## src/clwc_pkg.sv

```systemverilog
package clwc_pkg;

    localparam int TIME_WIDTH      = 32;
    localparam int COORD_FRAC_BITS = 4;
    localparam int PAIR_COUNT      = 56;
    localparam int FIFO_DEPTH      = 4;
    localparam int FIFO_PTR_W      = $clog2(FIFO_DEPTH);
    localparam int FIFO_CNT_W      = $clog2(FIFO_DEPTH + 1);

    // register indexes on the config port
    localparam logic [2:0] REG_MODULE_SEPARATION = 3'd0;
    localparam logic [2:0] REG_MODULE_HEIGHT     = 3'd1;
    localparam logic [2:0] REG_SEGMENT_HEIGHT    = 3'd2;
    localparam logic [2:0] REG_SEGMENT_WIDTH     = 3'd3;
    localparam logic [2:0] REG_BLOCK_WIDTH       = 3'd4;
    localparam logic [2:0] REG_BLOCK_GAP         = 3'd5;
    localparam logic [2:0] REG_MAX_MODULE_PAIR   = 3'd6;

    // reset geometry in output LSB units
    localparam logic [15:0] SEP_RESET  = 16'((250 << COORD_FRAC_BITS) & 16'hFFFF);
    localparam logic [15:0] MODH_RESET = 16'((95 << COORD_FRAC_BITS) & 16'hFFFF);
    localparam logic [15:0] SEGH_RESET = 16'(((27 << COORD_FRAC_BITS) >> 1) & 16'hFFFF);
    localparam logic [15:0] SEGW_RESET = 16'(((25 << COORD_FRAC_BITS) >> 2) & 16'hFFFF);
    localparam logic [15:0] BLKW_RESET = 16'((50 << COORD_FRAC_BITS) & 16'hFFFF);
    localparam logic [15:0] GAP_RESET  = 16'((41 << COORD_FRAC_BITS) & 16'hFFFF);
    localparam logic [5:0]  MAXP_RESET = 6'd28;

    localparam logic signed [23:0] COORD_MAX = 24'sd524287;
    localparam logic signed [23:0] COORD_MIN = -24'sd524288;

    // high nibble first bucket, low nibble second bucket
    localparam logic [7:0] PAIR_TABLE [PAIR_COUNT] = '{
        8'h05, 8'h06, 8'h07, 8'h08, 8'h09, 8'h0A, 8'h0B,
        8'h16, 8'h17, 8'h18, 8'h19, 8'h1A, 8'h1B, 8'h1C,
        8'h27, 8'h28, 8'h29, 8'h2A, 8'h2B, 8'h2C, 8'h2D,
        8'h38, 8'h39, 8'h3A, 8'h3B, 8'h3C, 8'h3D, 8'h3E,
        8'h49, 8'h4A, 8'h4B, 8'h4C, 8'h4D, 8'h4E, 8'h4F,
        8'h5A, 8'h5B, 8'h5C, 8'h5D, 8'h5E, 8'h5F,
        8'h6B, 8'h6C, 8'h6D, 8'h6E, 8'h6F,
        8'h7C, 8'h7D, 8'h7E, 8'h7F,
        8'h8D, 8'h8E, 8'h8F,
        8'h9E, 8'h9F,
        8'hAF
    };

    typedef struct packed {
        logic [15:0] module_separation;
        logic [15:0] module_height;
        logic [15:0] segment_height;
        logic [15:0] segment_width;
        logic [15:0] block_width;
        logic [15:0] block_gap;
    } geom_cfg_t;

    typedef struct packed {
        logic [4:0] bucket;
        logic [1:0] block;
        logic [2:0] seg;
        logic [1:0] plane;
    } det_fields_t;

    // one classified word, front to back
    typedef struct packed {
        logic        valid;
        logic [3:0]  tag;
        logic [31:0] time_lo;
        det_fields_t det0;
        det_fields_t det1;
    } fe_rec_t;

    typedef struct packed {
        logic              known;
        logic signed [19:0] x;
        logic signed [19:0] y;
        logic signed [19:0] z;
    } det_coord_t;

    typedef struct packed {
        logic        valid;
        logic [3:0]  tag;
        logic [31:0] time_lo;
        det_coord_t  first;
        det_coord_t  second;
    } result_t;

    function automatic logic signed [19:0] sat20(input logic signed [23:0] v);
        logic signed [19:0] r;
        if (v > COORD_MAX)
            r = COORD_MAX[19:0];
        else if (v < COORD_MIN)
            r = COORD_MIN[19:0];
        else
            r = v[19:0];
        return r;
    endfunction

endpackage

```

## src/clwc_front.sv

```systemverilog
module clwc_front
    import clwc_pkg::*;
(
    input  logic        clk,
    input  logic        rst_n,
    input  logic        s_tvalid,
    output logic        s_tready,
    input  logic [31:0] s_tdata,
    input  logic [5:0]  max_module_pair,
    input  logic        q_full,
    output logic        q_push,
    output fe_rec_t     q_rec
);

    logic [3:0]            last_tag_reg, last_tag_next;
    logic [TIME_WIDTH-1:0] running_time_reg, running_time_next;
    logic [15:0]           word_a, word_b;
    logic [3:0]            tag, dt;
    logic [5:0]            pair, limit, tbl_idx;
    logic [7:0]            entry;
    logic                  pair_ok;
    logic [31:0]           time_low;

    always_comb
    begin
        for (int i = 0; i < 16; i++)
        begin
            word_a[i] = s_tdata[15 - i];
            word_b[i] = s_tdata[31 - i];
        end
    end

    assign s_tready = !q_full;
    assign q_push   = s_tvalid && !q_full;

    assign tag    = word_b[3:0];
    assign dt     = tag - last_tag_reg;
    assign pair   = word_a[5:0];
    assign limit  = (max_module_pair > 6'(PAIR_COUNT)) ? 6'(PAIR_COUNT) : max_module_pair;
    assign pair_ok = (pair != 6'd0) && (pair <= limit);
    assign tbl_idx = pair - 6'd1;
    assign entry   = (tbl_idx < 6'(PAIR_COUNT)) ? PAIR_TABLE[tbl_idx] : 8'd0;

    assign last_tag_next     = q_push ? tag : last_tag_reg;
    assign running_time_next = q_push
        ? running_time_reg + TIME_WIDTH'({dt, 1'b0})
        : running_time_reg;
    assign time_low = 32'(running_time_next);

    always_comb
    begin
        q_rec.valid       = pair_ok;
        q_rec.tag         = pair_ok ? tag : 4'd0;
        q_rec.time_lo     = pair_ok ? time_low : 32'd0;
        q_rec.det0.bucket = {word_a[14], entry[7:4]};
        q_rec.det0.block  = word_b[8:7];
        q_rec.det0.seg    = word_b[12:10];
        q_rec.det0.plane  = word_a[9:8];
        q_rec.det1.bucket = {word_a[15], entry[3:0]};
        q_rec.det1.block  = word_b[14:13];
        q_rec.det1.seg    = word_b[6:4];
        q_rec.det1.plane  = word_a[12:11];
    end

    always_ff @(posedge clk or negedge rst_n)
    begin
        if (!rst_n)
        begin
            last_tag_reg     <= '0;
            running_time_reg <= '0;
        end
        else
        begin
            last_tag_reg     <= last_tag_next;
            running_time_reg <= running_time_next;
        end
    end

    // time only ever advances by even steps
    a_time_even: assert property (@(posedge clk) disable iff (!rst_n)
        q_push |=> running_time_reg[0] == $past(running_time_reg[0]))
        else $error("running time lsb changed");

endmodule

```

## src/clwc_fifo.sv

```systemverilog
module clwc_fifo
    import clwc_pkg::*;
(
    input  logic    clk,
    input  logic    rst_n,
    input  logic    push,
    input  fe_rec_t wr_rec,
    output logic    full,
    input  logic    pop,
    output logic    rd_valid,
    output fe_rec_t rd_rec
);

    fe_rec_t               slot_reg [FIFO_DEPTH];
    logic [FIFO_PTR_W-1:0] wr_ptr_reg, wr_ptr_next;
    logic [FIFO_PTR_W-1:0] rd_ptr_reg, rd_ptr_next;
    logic [FIFO_CNT_W-1:0] count_reg, count_next;
    logic                  do_pop;

    assign full     = (count_reg == FIFO_CNT_W'(FIFO_DEPTH));
    assign rd_valid = (count_reg != '0);
    assign rd_rec   = slot_reg[rd_ptr_reg];
    assign do_pop   = pop && rd_valid;

    always_comb
    begin
        wr_ptr_next = wr_ptr_reg;
        rd_ptr_next = rd_ptr_reg;
        count_next  = count_reg;
        if (push)
            wr_ptr_next = (wr_ptr_reg == FIFO_PTR_W'(FIFO_DEPTH - 1))
                        ? '0 : wr_ptr_reg + FIFO_PTR_W'(1);
        if (do_pop)
            rd_ptr_next = (rd_ptr_reg == FIFO_PTR_W'(FIFO_DEPTH - 1))
                        ? '0 : rd_ptr_reg + FIFO_PTR_W'(1);
        if (push && !do_pop)
            count_next = count_reg + FIFO_CNT_W'(1);
        else if (do_pop && !push)
            count_next = count_reg - FIFO_CNT_W'(1);
    end

    always_ff @(posedge clk)
    begin
        if (push)
            slot_reg[wr_ptr_reg] <= wr_rec;
    end

    always_ff @(posedge clk or negedge rst_n)
    begin
        if (!rst_n)
        begin
            wr_ptr_reg <= '0;
            rd_ptr_reg <= '0;
            count_reg  <= '0;
        end
        else
        begin
            wr_ptr_reg <= wr_ptr_next;
            rd_ptr_reg <= rd_ptr_next;
            count_reg  <= count_next;
        end
    end

    a_count_bound: assert property (@(posedge clk) disable iff (!rst_n)
        count_reg <= FIFO_CNT_W'(FIFO_DEPTH))
        else $error("queue count out of range");

endmodule

```

## src/clwc_back.sv

```systemverilog
module clwc_back
    import clwc_pkg::*;
(
    input  logic      clk,
    input  logic      rst_n,
    input  geom_cfg_t cfg,
    input  logic      q_valid,
    input  fe_rec_t   q_rec,
    output logic      q_pop,
    output logic      out_valid,
    input  logic      out_ready,
    output result_t   out_res
);

    typedef struct packed {
        logic               known;
        logic [1:0]         face;
        logic signed [22:0] lat_part;
        logic [18:0]        seg_prod;
        logic [17:0]        h_a;
        logic [17:0]        h_b;
    } s1_det_t;

    typedef struct packed {
        logic        valid;
        logic [3:0]  tag;
        logic [31:0] time_lo;
        s1_det_t     det0;
        s1_det_t     det1;
    } s1_rec_t;

    s1_rec_t    s1_reg, s1_next;
    logic       s1_valid_reg;
    result_t    out_reg, out_next;
    logic       out_valid_reg;
    logic       out_load, s1_load;
    det_coord_t coord0, coord1;

    function automatic s1_det_t stage1(input det_fields_t d, input geom_cfg_t c);
        s1_det_t            r;
        logic [16:0]        pitch;
        logic signed [22:0] term;
        pitch = {1'b0, c.block_width} + {1'b0, c.block_gap};
        case (d.block)
            2'd0: term = signed'({4'b0, pitch, 2'b0});
            2'd1: term = signed'({5'b0, pitch, 1'b0});
            2'd2: term = '0;
            2'd3: term = -signed'({5'b0, pitch, 1'b0});
            default: term = '0;
        endcase
        r.known    = !d.bucket[2];
        r.face     = d.bucket[4:3];
        r.lat_part = term - signed'({7'b0, c.block_gap}) - signed'({7'b0, c.segment_width});
        r.seg_prod = {16'b0, 3'(3'd7 - d.seg)} * {3'b0, c.segment_width};
        r.h_a      = {16'b0, 2'(2'd3 - d.bucket[1:0])} * {2'b0, c.module_height};
        r.h_b      = {16'b0, d.plane} * {2'b0, c.segment_height};
        return r;
    endfunction

    function automatic det_coord_t stage2(input s1_det_t d, input logic ok,
                                          input logic [15:0] sep);
        det_coord_t         r;
        logic signed [22:0] lat, lat_h;
        logic signed [23:0] l24, s24, h24, x, z;
        lat   = d.lat_part - signed'({3'b0, d.seg_prod, 1'b0});
        lat_h = lat >>> 1;                       // floor of half
        l24   = {lat_h[22], lat_h};
        s24   = signed'({8'b0, sep});
        h24   = signed'({6'b0, d.h_a} + {6'b0, d.h_b});
        case (d.face)
            2'd0:    begin x = s24;  z = l24;  end
            2'd1:    begin x = -s24; z = -l24; end
            2'd2:    begin x = l24;  z = -s24; end
            2'd3:    begin x = -l24; z = s24;  end
            default: begin x = '0;   z = '0;   end
        endcase
        if (ok && d.known)
        begin
            r.known = 1'b1;
            r.x     = sat20(x);
            r.y     = sat20(h24);
            r.z     = sat20(z);
        end
        else
            r = '0;
        return r;
    endfunction

    // each stage moves when the one after it is free or moving
    assign out_load = !out_valid_reg || out_ready;
    assign s1_load  = !s1_valid_reg || out_load;
    assign q_pop    = s1_load && q_valid;

    always_comb
    begin
        s1_next.valid   = q_rec.valid;
        s1_next.tag     = q_rec.tag;
        s1_next.time_lo = q_rec.time_lo;
        s1_next.det0    = stage1(q_rec.det0, cfg);
        s1_next.det1    = stage1(q_rec.det1, cfg);
    end

    assign coord0 = stage2(s1_reg.det0, s1_reg.valid, cfg.module_separation);
    assign coord1 = stage2(s1_reg.det1, s1_reg.valid, cfg.module_separation);

    always_comb
    begin
        out_next.valid   = s1_reg.valid;
        out_next.tag     = s1_reg.tag;
        out_next.time_lo = s1_reg.time_lo;
        out_next.first   = coord0;
        out_next.second  = coord1;
    end

    always_ff @(posedge clk)
    begin
        if (q_pop)
            s1_reg <= s1_next;
        if (out_load && s1_valid_reg)
            out_reg <= out_next;
    end

    always_ff @(posedge clk or negedge rst_n)
    begin
        if (!rst_n)
        begin
            s1_valid_reg  <= 1'b0;
            out_valid_reg <= 1'b0;
        end
        else
        begin
            if (s1_load)
                s1_valid_reg <= q_valid;
            if (out_load)
                out_valid_reg <= s1_valid_reg;
        end
    end

    assign out_valid = out_valid_reg;
    assign out_res   = out_reg;

    a_reject_zero: assert property (@(posedge clk) disable iff (!rst_n)
        out_valid_reg && !out_reg.valid |-> out_reg == '0)
        else $error("rejected word carries nonzero fields");

    a_known_needs_valid: assert property (@(posedge clk) disable iff (!rst_n)
        out_valid_reg && (out_reg.first.known || out_reg.second.known) |-> out_reg.valid)
        else $error("detector known on rejected word");

endmodule

```

## src/coincidence_word_to_lor_coords.sv

```systemverilog
// Coincidence word decoder: raw 32-bit camera words in, two detector positions out.
// Path: a result reaches m_tvalid through the queue, the stage 1 register and
//   the output register. One word per cycle while the queue has room; the back end
//   drains one queue entry per cycle while the output is not stalled.
// Reset (rst_n, async, active low) clears time tag history, running time, queue and
//   pipeline valids, and loads the default geometry registers.
module coincidence_word_to_lor_coords
    import clwc_pkg::*;
(
    input  logic         clk,
    input  logic         rst_n,
    // input stream
    input  logic         s_tvalid,
    output logic         s_tready,
    input  logic [31:0]  s_tdata,   // [31:0] event_word
    // output stream
    output logic         m_tvalid,
    input  logic         m_tready,
    output logic [159:0] m_tdata,   // tag_out, time_out, first_x/y/z, second_x/y/z, pad
    output logic [2:0]   m_tuser,   // event_valid, first_known, second_known
    // configuration writes
    input  logic         cfg_we,
    input  logic [2:0]   cfg_addr,
    input  logic [15:0]  cfg_wdata
);

    geom_cfg_t cfg_reg;
    logic [5:0] max_pair_reg;

    fe_rec_t push_rec, pop_rec;
    logic    q_push, q_full, q_pop, q_valid;
    result_t res;

    // Geometry registers. Writes must come only while the block is idle; the block does
    // not enforce this. Both ends read them live without shadowing.
    always_ff @(posedge clk or negedge rst_n)
    begin
        if (!rst_n)
        begin
            cfg_reg.module_separation <= SEP_RESET;
            cfg_reg.module_height     <= MODH_RESET;
            cfg_reg.segment_height    <= SEGH_RESET;
            cfg_reg.segment_width     <= SEGW_RESET;
            cfg_reg.block_width       <= BLKW_RESET;
            cfg_reg.block_gap         <= GAP_RESET;
            max_pair_reg              <= MAXP_RESET;
        end
        else if (cfg_we)
        begin
            case (cfg_addr)
                REG_MODULE_SEPARATION: cfg_reg.module_separation <= cfg_wdata;
                REG_MODULE_HEIGHT:     cfg_reg.module_height     <= cfg_wdata;
                REG_SEGMENT_HEIGHT:    cfg_reg.segment_height    <= cfg_wdata;
                REG_SEGMENT_WIDTH:     cfg_reg.segment_width     <= cfg_wdata;
                REG_BLOCK_WIDTH:       cfg_reg.block_width       <= cfg_wdata;
                REG_BLOCK_GAP:         cfg_reg.block_gap         <= cfg_wdata;
                REG_MAX_MODULE_PAIR:   max_pair_reg              <= cfg_wdata[5:0];
                default: ;  // unknown index, write dropped
            endcase
        end
    end

    // Front: bit-reverse halves, advance running time, look up the bucket pair,
    // reject out-of-range pairs. Every transfer pushes one record.
    clwc_front u_front (
        .clk             (clk),
        .rst_n           (rst_n),
        .s_tvalid        (s_tvalid),
        .s_tready        (s_tready),
        .s_tdata         (s_tdata),
        .max_module_pair (max_pair_reg),
        .q_full          (q_full),
        .q_push          (q_push),
        .q_rec           (push_rec)
    );

    // Short queue so an output stall does not stop the front until it fills.
    clwc_fifo u_fifo (
        .clk      (clk),
        .rst_n    (rst_n),
        .push     (q_push),
        .wr_rec   (push_rec),
        .full     (q_full),
        .pop      (q_pop),
        .rd_valid (q_valid),
        .rd_rec   (pop_rec)
    );

    // Back: products and block offsets in stage 1; the remaining sums, halving,
    // face select and saturation in stage 2 feeding the output register.
    clwc_back u_back (
        .clk       (clk),
        .rst_n     (rst_n),
        .cfg       (cfg_reg),
        .q_valid   (q_valid),
        .q_rec     (pop_rec),
        .q_pop     (q_pop),
        .out_valid (m_tvalid),
        .out_ready (m_tready),
        .out_res   (res)
    );

    // tdata, lsb up: tag_out[3:0], time_out[35:4], first_x[55:36], first_y[75:56],
    // first_z[95:76], second_x[115:96], second_y[135:116], second_z[155:136], zero pad
    assign m_tdata = {4'b0,
                      res.second.z, res.second.y, res.second.x,
                      res.first.z, res.first.y, res.first.x,
                      res.time_lo, res.tag};
    // tuser, lsb up: event_valid, first_known, second_known
    assign m_tuser = {res.second.known, res.first.known, res.valid};

endmodule

```

## config.mk

```make
export PLATFORM = sky130hd
export DESIGN_NAME = coincidence_word_to_lor_coords
export DESIGN_NICKNAME = d
export VERILOG_FILES = /design/src/clwc_pkg.sv /design/src/clwc_front.sv /design/src/clwc_fifo.sv /design/src/clwc_back.sv /design/src/coincidence_word_to_lor_coords.sv
export SDC_FILE = /design/constraint.sdc
export NUM_CORES = 2
export LEC_CHECK = 0
export BUFFER_PORTS_ARGS = -buffer_cell sky130_fd_sc_hd__buf_4
export CAP_MARGIN = 10
export CORE_ASPECT_RATIO = 0.75
export CORE_MARGIN = 2
export CORE_UTILIZATION = 30
export DETAILED_ROUTE_END_ITERATION = 7
export PLACE_DENSITY = 0.52
export SLEW_MARGIN = 5
export SYNTH_ARGS = -nofsm -noshare
export SYNTH_HDL_FRONTEND = slang
export SYNTH_SLANG_ARGS = --single-unit
export TNS_END_PERCENT = 10
```

## constraint.sdc

```tcl
create_clock -name clk -period 10.7 [get_ports clk]
set_input_delay 1.07 -clock clk [delete_from_list [all_inputs] [get_ports clk]]
set_output_delay 1.07 -clock clk [all_outputs]
set_load 0.01 [all_outputs]
```

==> impl_metrics.tcl <==
set metrics [dict create \
    crit_type "reg -> reg" \
    final_max_slew_viol_count 0 \
    htreeDepth 3 \
    cts_hold_buf 0 \
    seqCellArea_mm2 0.0215 \
    antenna_found_initial 13 \
    drt_iter0_markers 2472 \
    worstPathArrival_ns 7.89 \
    gp_congestion 0.885 \
    cts_resized 0 \
    cts.sinks 738 \
    postCtsSetupBuffers 0 \
    synth_seq_cells 738 \
    die_area_mm2 0.152 \
    yosysWarnings 0 \
    hpwl_mm 87.7 \
    drive_gt1_share_pct 14.7 \
    avgSynthCellArea_um2 10.9 \
    min_from "u_back.out_next[149]" \
    crit_required_ns 11.24 \
    yosys.area.top_type_share_pct 39.7 \
    outcome "complete, no violations" \
    cts_buffer_depth 3 \
    drt-total-wl_mm 122 \
    path_max_fanout 39 \
    r2r_start "u_fifo.rd_ptr_reg[0]" \
    clock.fmax_mhz 136 \
    syn_inst 4106 \
    setup_violations 0 \
    min_period_ns 7.34 \
    yosys-top-cells-area "edfxtp_1 40%, ha_1 7.0%, dfrtp_1 6.6%, xnor2_1 3.6%, fa_1 3.2%" \
    drc 0 \
    first_global_vias 30300 \
    synthArstFlopShare_pct 19.8 \
    die_x_um 450 \
    synth_edf_count 592 \
    yosysMostFrequentCell "edfxtp_1" \
    finalClockSkew_ns 0.0531 \
    synthXorXnorAreaFrac_pct 5.44 \
    via_count 31500 \
    maxSlewHeadroom_pct 13.5 \
    hold_violations 0 \
    largest_reg_flops 240 \
    synth_area_mm2 0.0448 \
    grt_overflow_total 0 \
    worst_slew_pin_slew_ns 1.29 \
    synth_common_cells "592 x edfxtp_1, 314 x nand2_1, 295 x inv_1" \
    endpoint_kind "flop" \
    hp-class "reg -> reg" \
    yosysSeqAreaShare_pct 47.9 \
    grt_start_max_net_pins 131 \
    ant_nets 0 \
    start_util_pct 30.3 \
    cts-root-buf "clkbuf_16" \
    nFillCells 14800 \
    syn_to_final_growth_pct 14.5 \
    setup_tns_ns 0 \
    final_nets 4643 \
    timing.final.crit_share_pct 68.6 \
    rsz0062_at_grt "false" \
    worst_setup_path_start_kind "flop" \
    grt_use_total_pct 15.8 \
    drtPass1Iterations 6 \
    drv_cap 0 \
    rows 122 \
    io_pins 221 \
    die_y_um 339 \
    grt_pass1_wl_mm 187 \
    numCtsBuffers 81 \
    synth-simple-area-share_pct 13.2 \
    synthFlopType "edfxtp_1" \
    final_util_pct 34.7 \
    yosysTopAreaCell "edfxtp_1" \
    wl_per_cell_um 19.4 \
    core_area_mm2 0.148 \
    clkTransAtPathRegs_ns 0.06 \
    clkLatencyLatePin_ns 0.71 \
    multiInputGateArea_mm2 0.0216 \
    cts_tree "done" \
    crit_start "u_fifo.rd_ptr_reg[0]" \
    io_buffers 207 \
    synthAdderAreaFrac_pct 10.2 \
    synth_top_family_by_area "simple AND/OR/NAND/NOR gates" \
    muxShareOfSynthArea_pct 6.21 \
    fin_hold_ws_ns 0.414 \
    synth-compound-area-share_pct 12.9 \
    routed_via_density 4.98 \
    synth_cell_types 95 \
]
## cells in the final DEF (no fill, tap or decap), types with 35 or more instances in the layout
master | synthesis | routed
a211oi_1 | 35 | 35
a21o_1 | 66 | 66
a21oi_1 | 231 | 230
and2_1 | 120 | 119
buf_4 | 7 | 244
clkbuf_16 | 0 | 82
dfrtp_1 | 118 | 116
edfxtp_1 | 592 | 592
fa_1 | 72 | 72
ha_1 | 250 | 250
inv_1 | 295 | 295
mux2_2 | 116 | 116
mux4_2 | 54 | 54
nand2_1 | 314 | 313
nand2b_1 | 36 | 36
nand3_1 | 103 | 103
nor2_1 | 263 | 263
nor2b_1 | 96 | 96
nor3_1 | 93 | 91
o21ai_0 | 250 | 248
or3_1 | 57 | 57
xnor2_1 | 185 | 185
xor2_1 | 93 | 93
## per-stage QoR
step	worst slack (ns)	area, um^2	cells
floorplan	2.83	44800	4112
global placement	3.60	48500	6164
detailed placement	3.45	48500	6164
CTS	3.41	51300	6315
global route	2.90	51300	6320
finish	3.36	51300	6322
## kinds of logic (layout without fill, tap and decap cells)
group                    count (synthesis)  in the layout
other                                    1             12
XOR/XNOR                               278            278
buffers and inverters                  473            694
flip-flops                             738            738
AO/OA/AOI/OAI                          895            895
adder cells (fa/ha/maj)                322            322
multiplexers                           196            196
AND/OR/NAND/NOR                       1203           1203
## layer usage
metal / vias to the layer above / routed length, um / global-route usage, %
met5: - / 20 / 0
met4: 4 / 3220 / 4.51
met3: 166 / 8700 / 3.50
met2: 802 / 51900 / 23.3
met1: 15300 / 58600 / 23.2
li1: 15200 / - / -
## final timing paths
check / endpoint / slack, ns / depth (start not counted)
max reg2reg: u_back.s1_reg[158] / 3.36 / 18
min reg2reg: u_back.out_res[149] / 0.41 / 0
max in group asynchronous: cfg_reg[86] / 8.73 / 2
min: u_back.out_res[149] / 0.41 / 0
max: u_back.s1_reg[158] / 3.36 / 18
min in group asynchronous: cfg_reg[78] / 0.43 / 1
## critical path: stages (launching register included)
cell	delay, ns
dfrtp_4	0.96
mux4_2	0.90
nor2_1	0.55
a21oi_1	0.18
fa_1	0.51
inv_1	0.04
ha_1	0.30
nor2b_1	0.14
o21ai_0	0.22
a21boi_0	0.18
o41ai_1	0.61
o21ai_0	0.24
o41ai_1	0.61
o21ai_0	0.27
o21ai_0	0.24
a21boi_0	0.18
nor4b_1	0.57
o21ai_0	0.23
a21oi_1	0.22
## final cells by class
cell class,count,area share (%)
Multi-Input combinational cell,2901,42.1
Sequential cell,738,41.9
Tap cell,1984,4.84
Clock buffer,104,4.24
Timing Repair Buffer,247,3.64
Inverter,296,2.17
Clock inverter,47,1.12
Antenna cell,5,0.0244
Power is not shown: default switching activity piles up to over one toggle a cycle in this logic, so the estimate is an artifact.
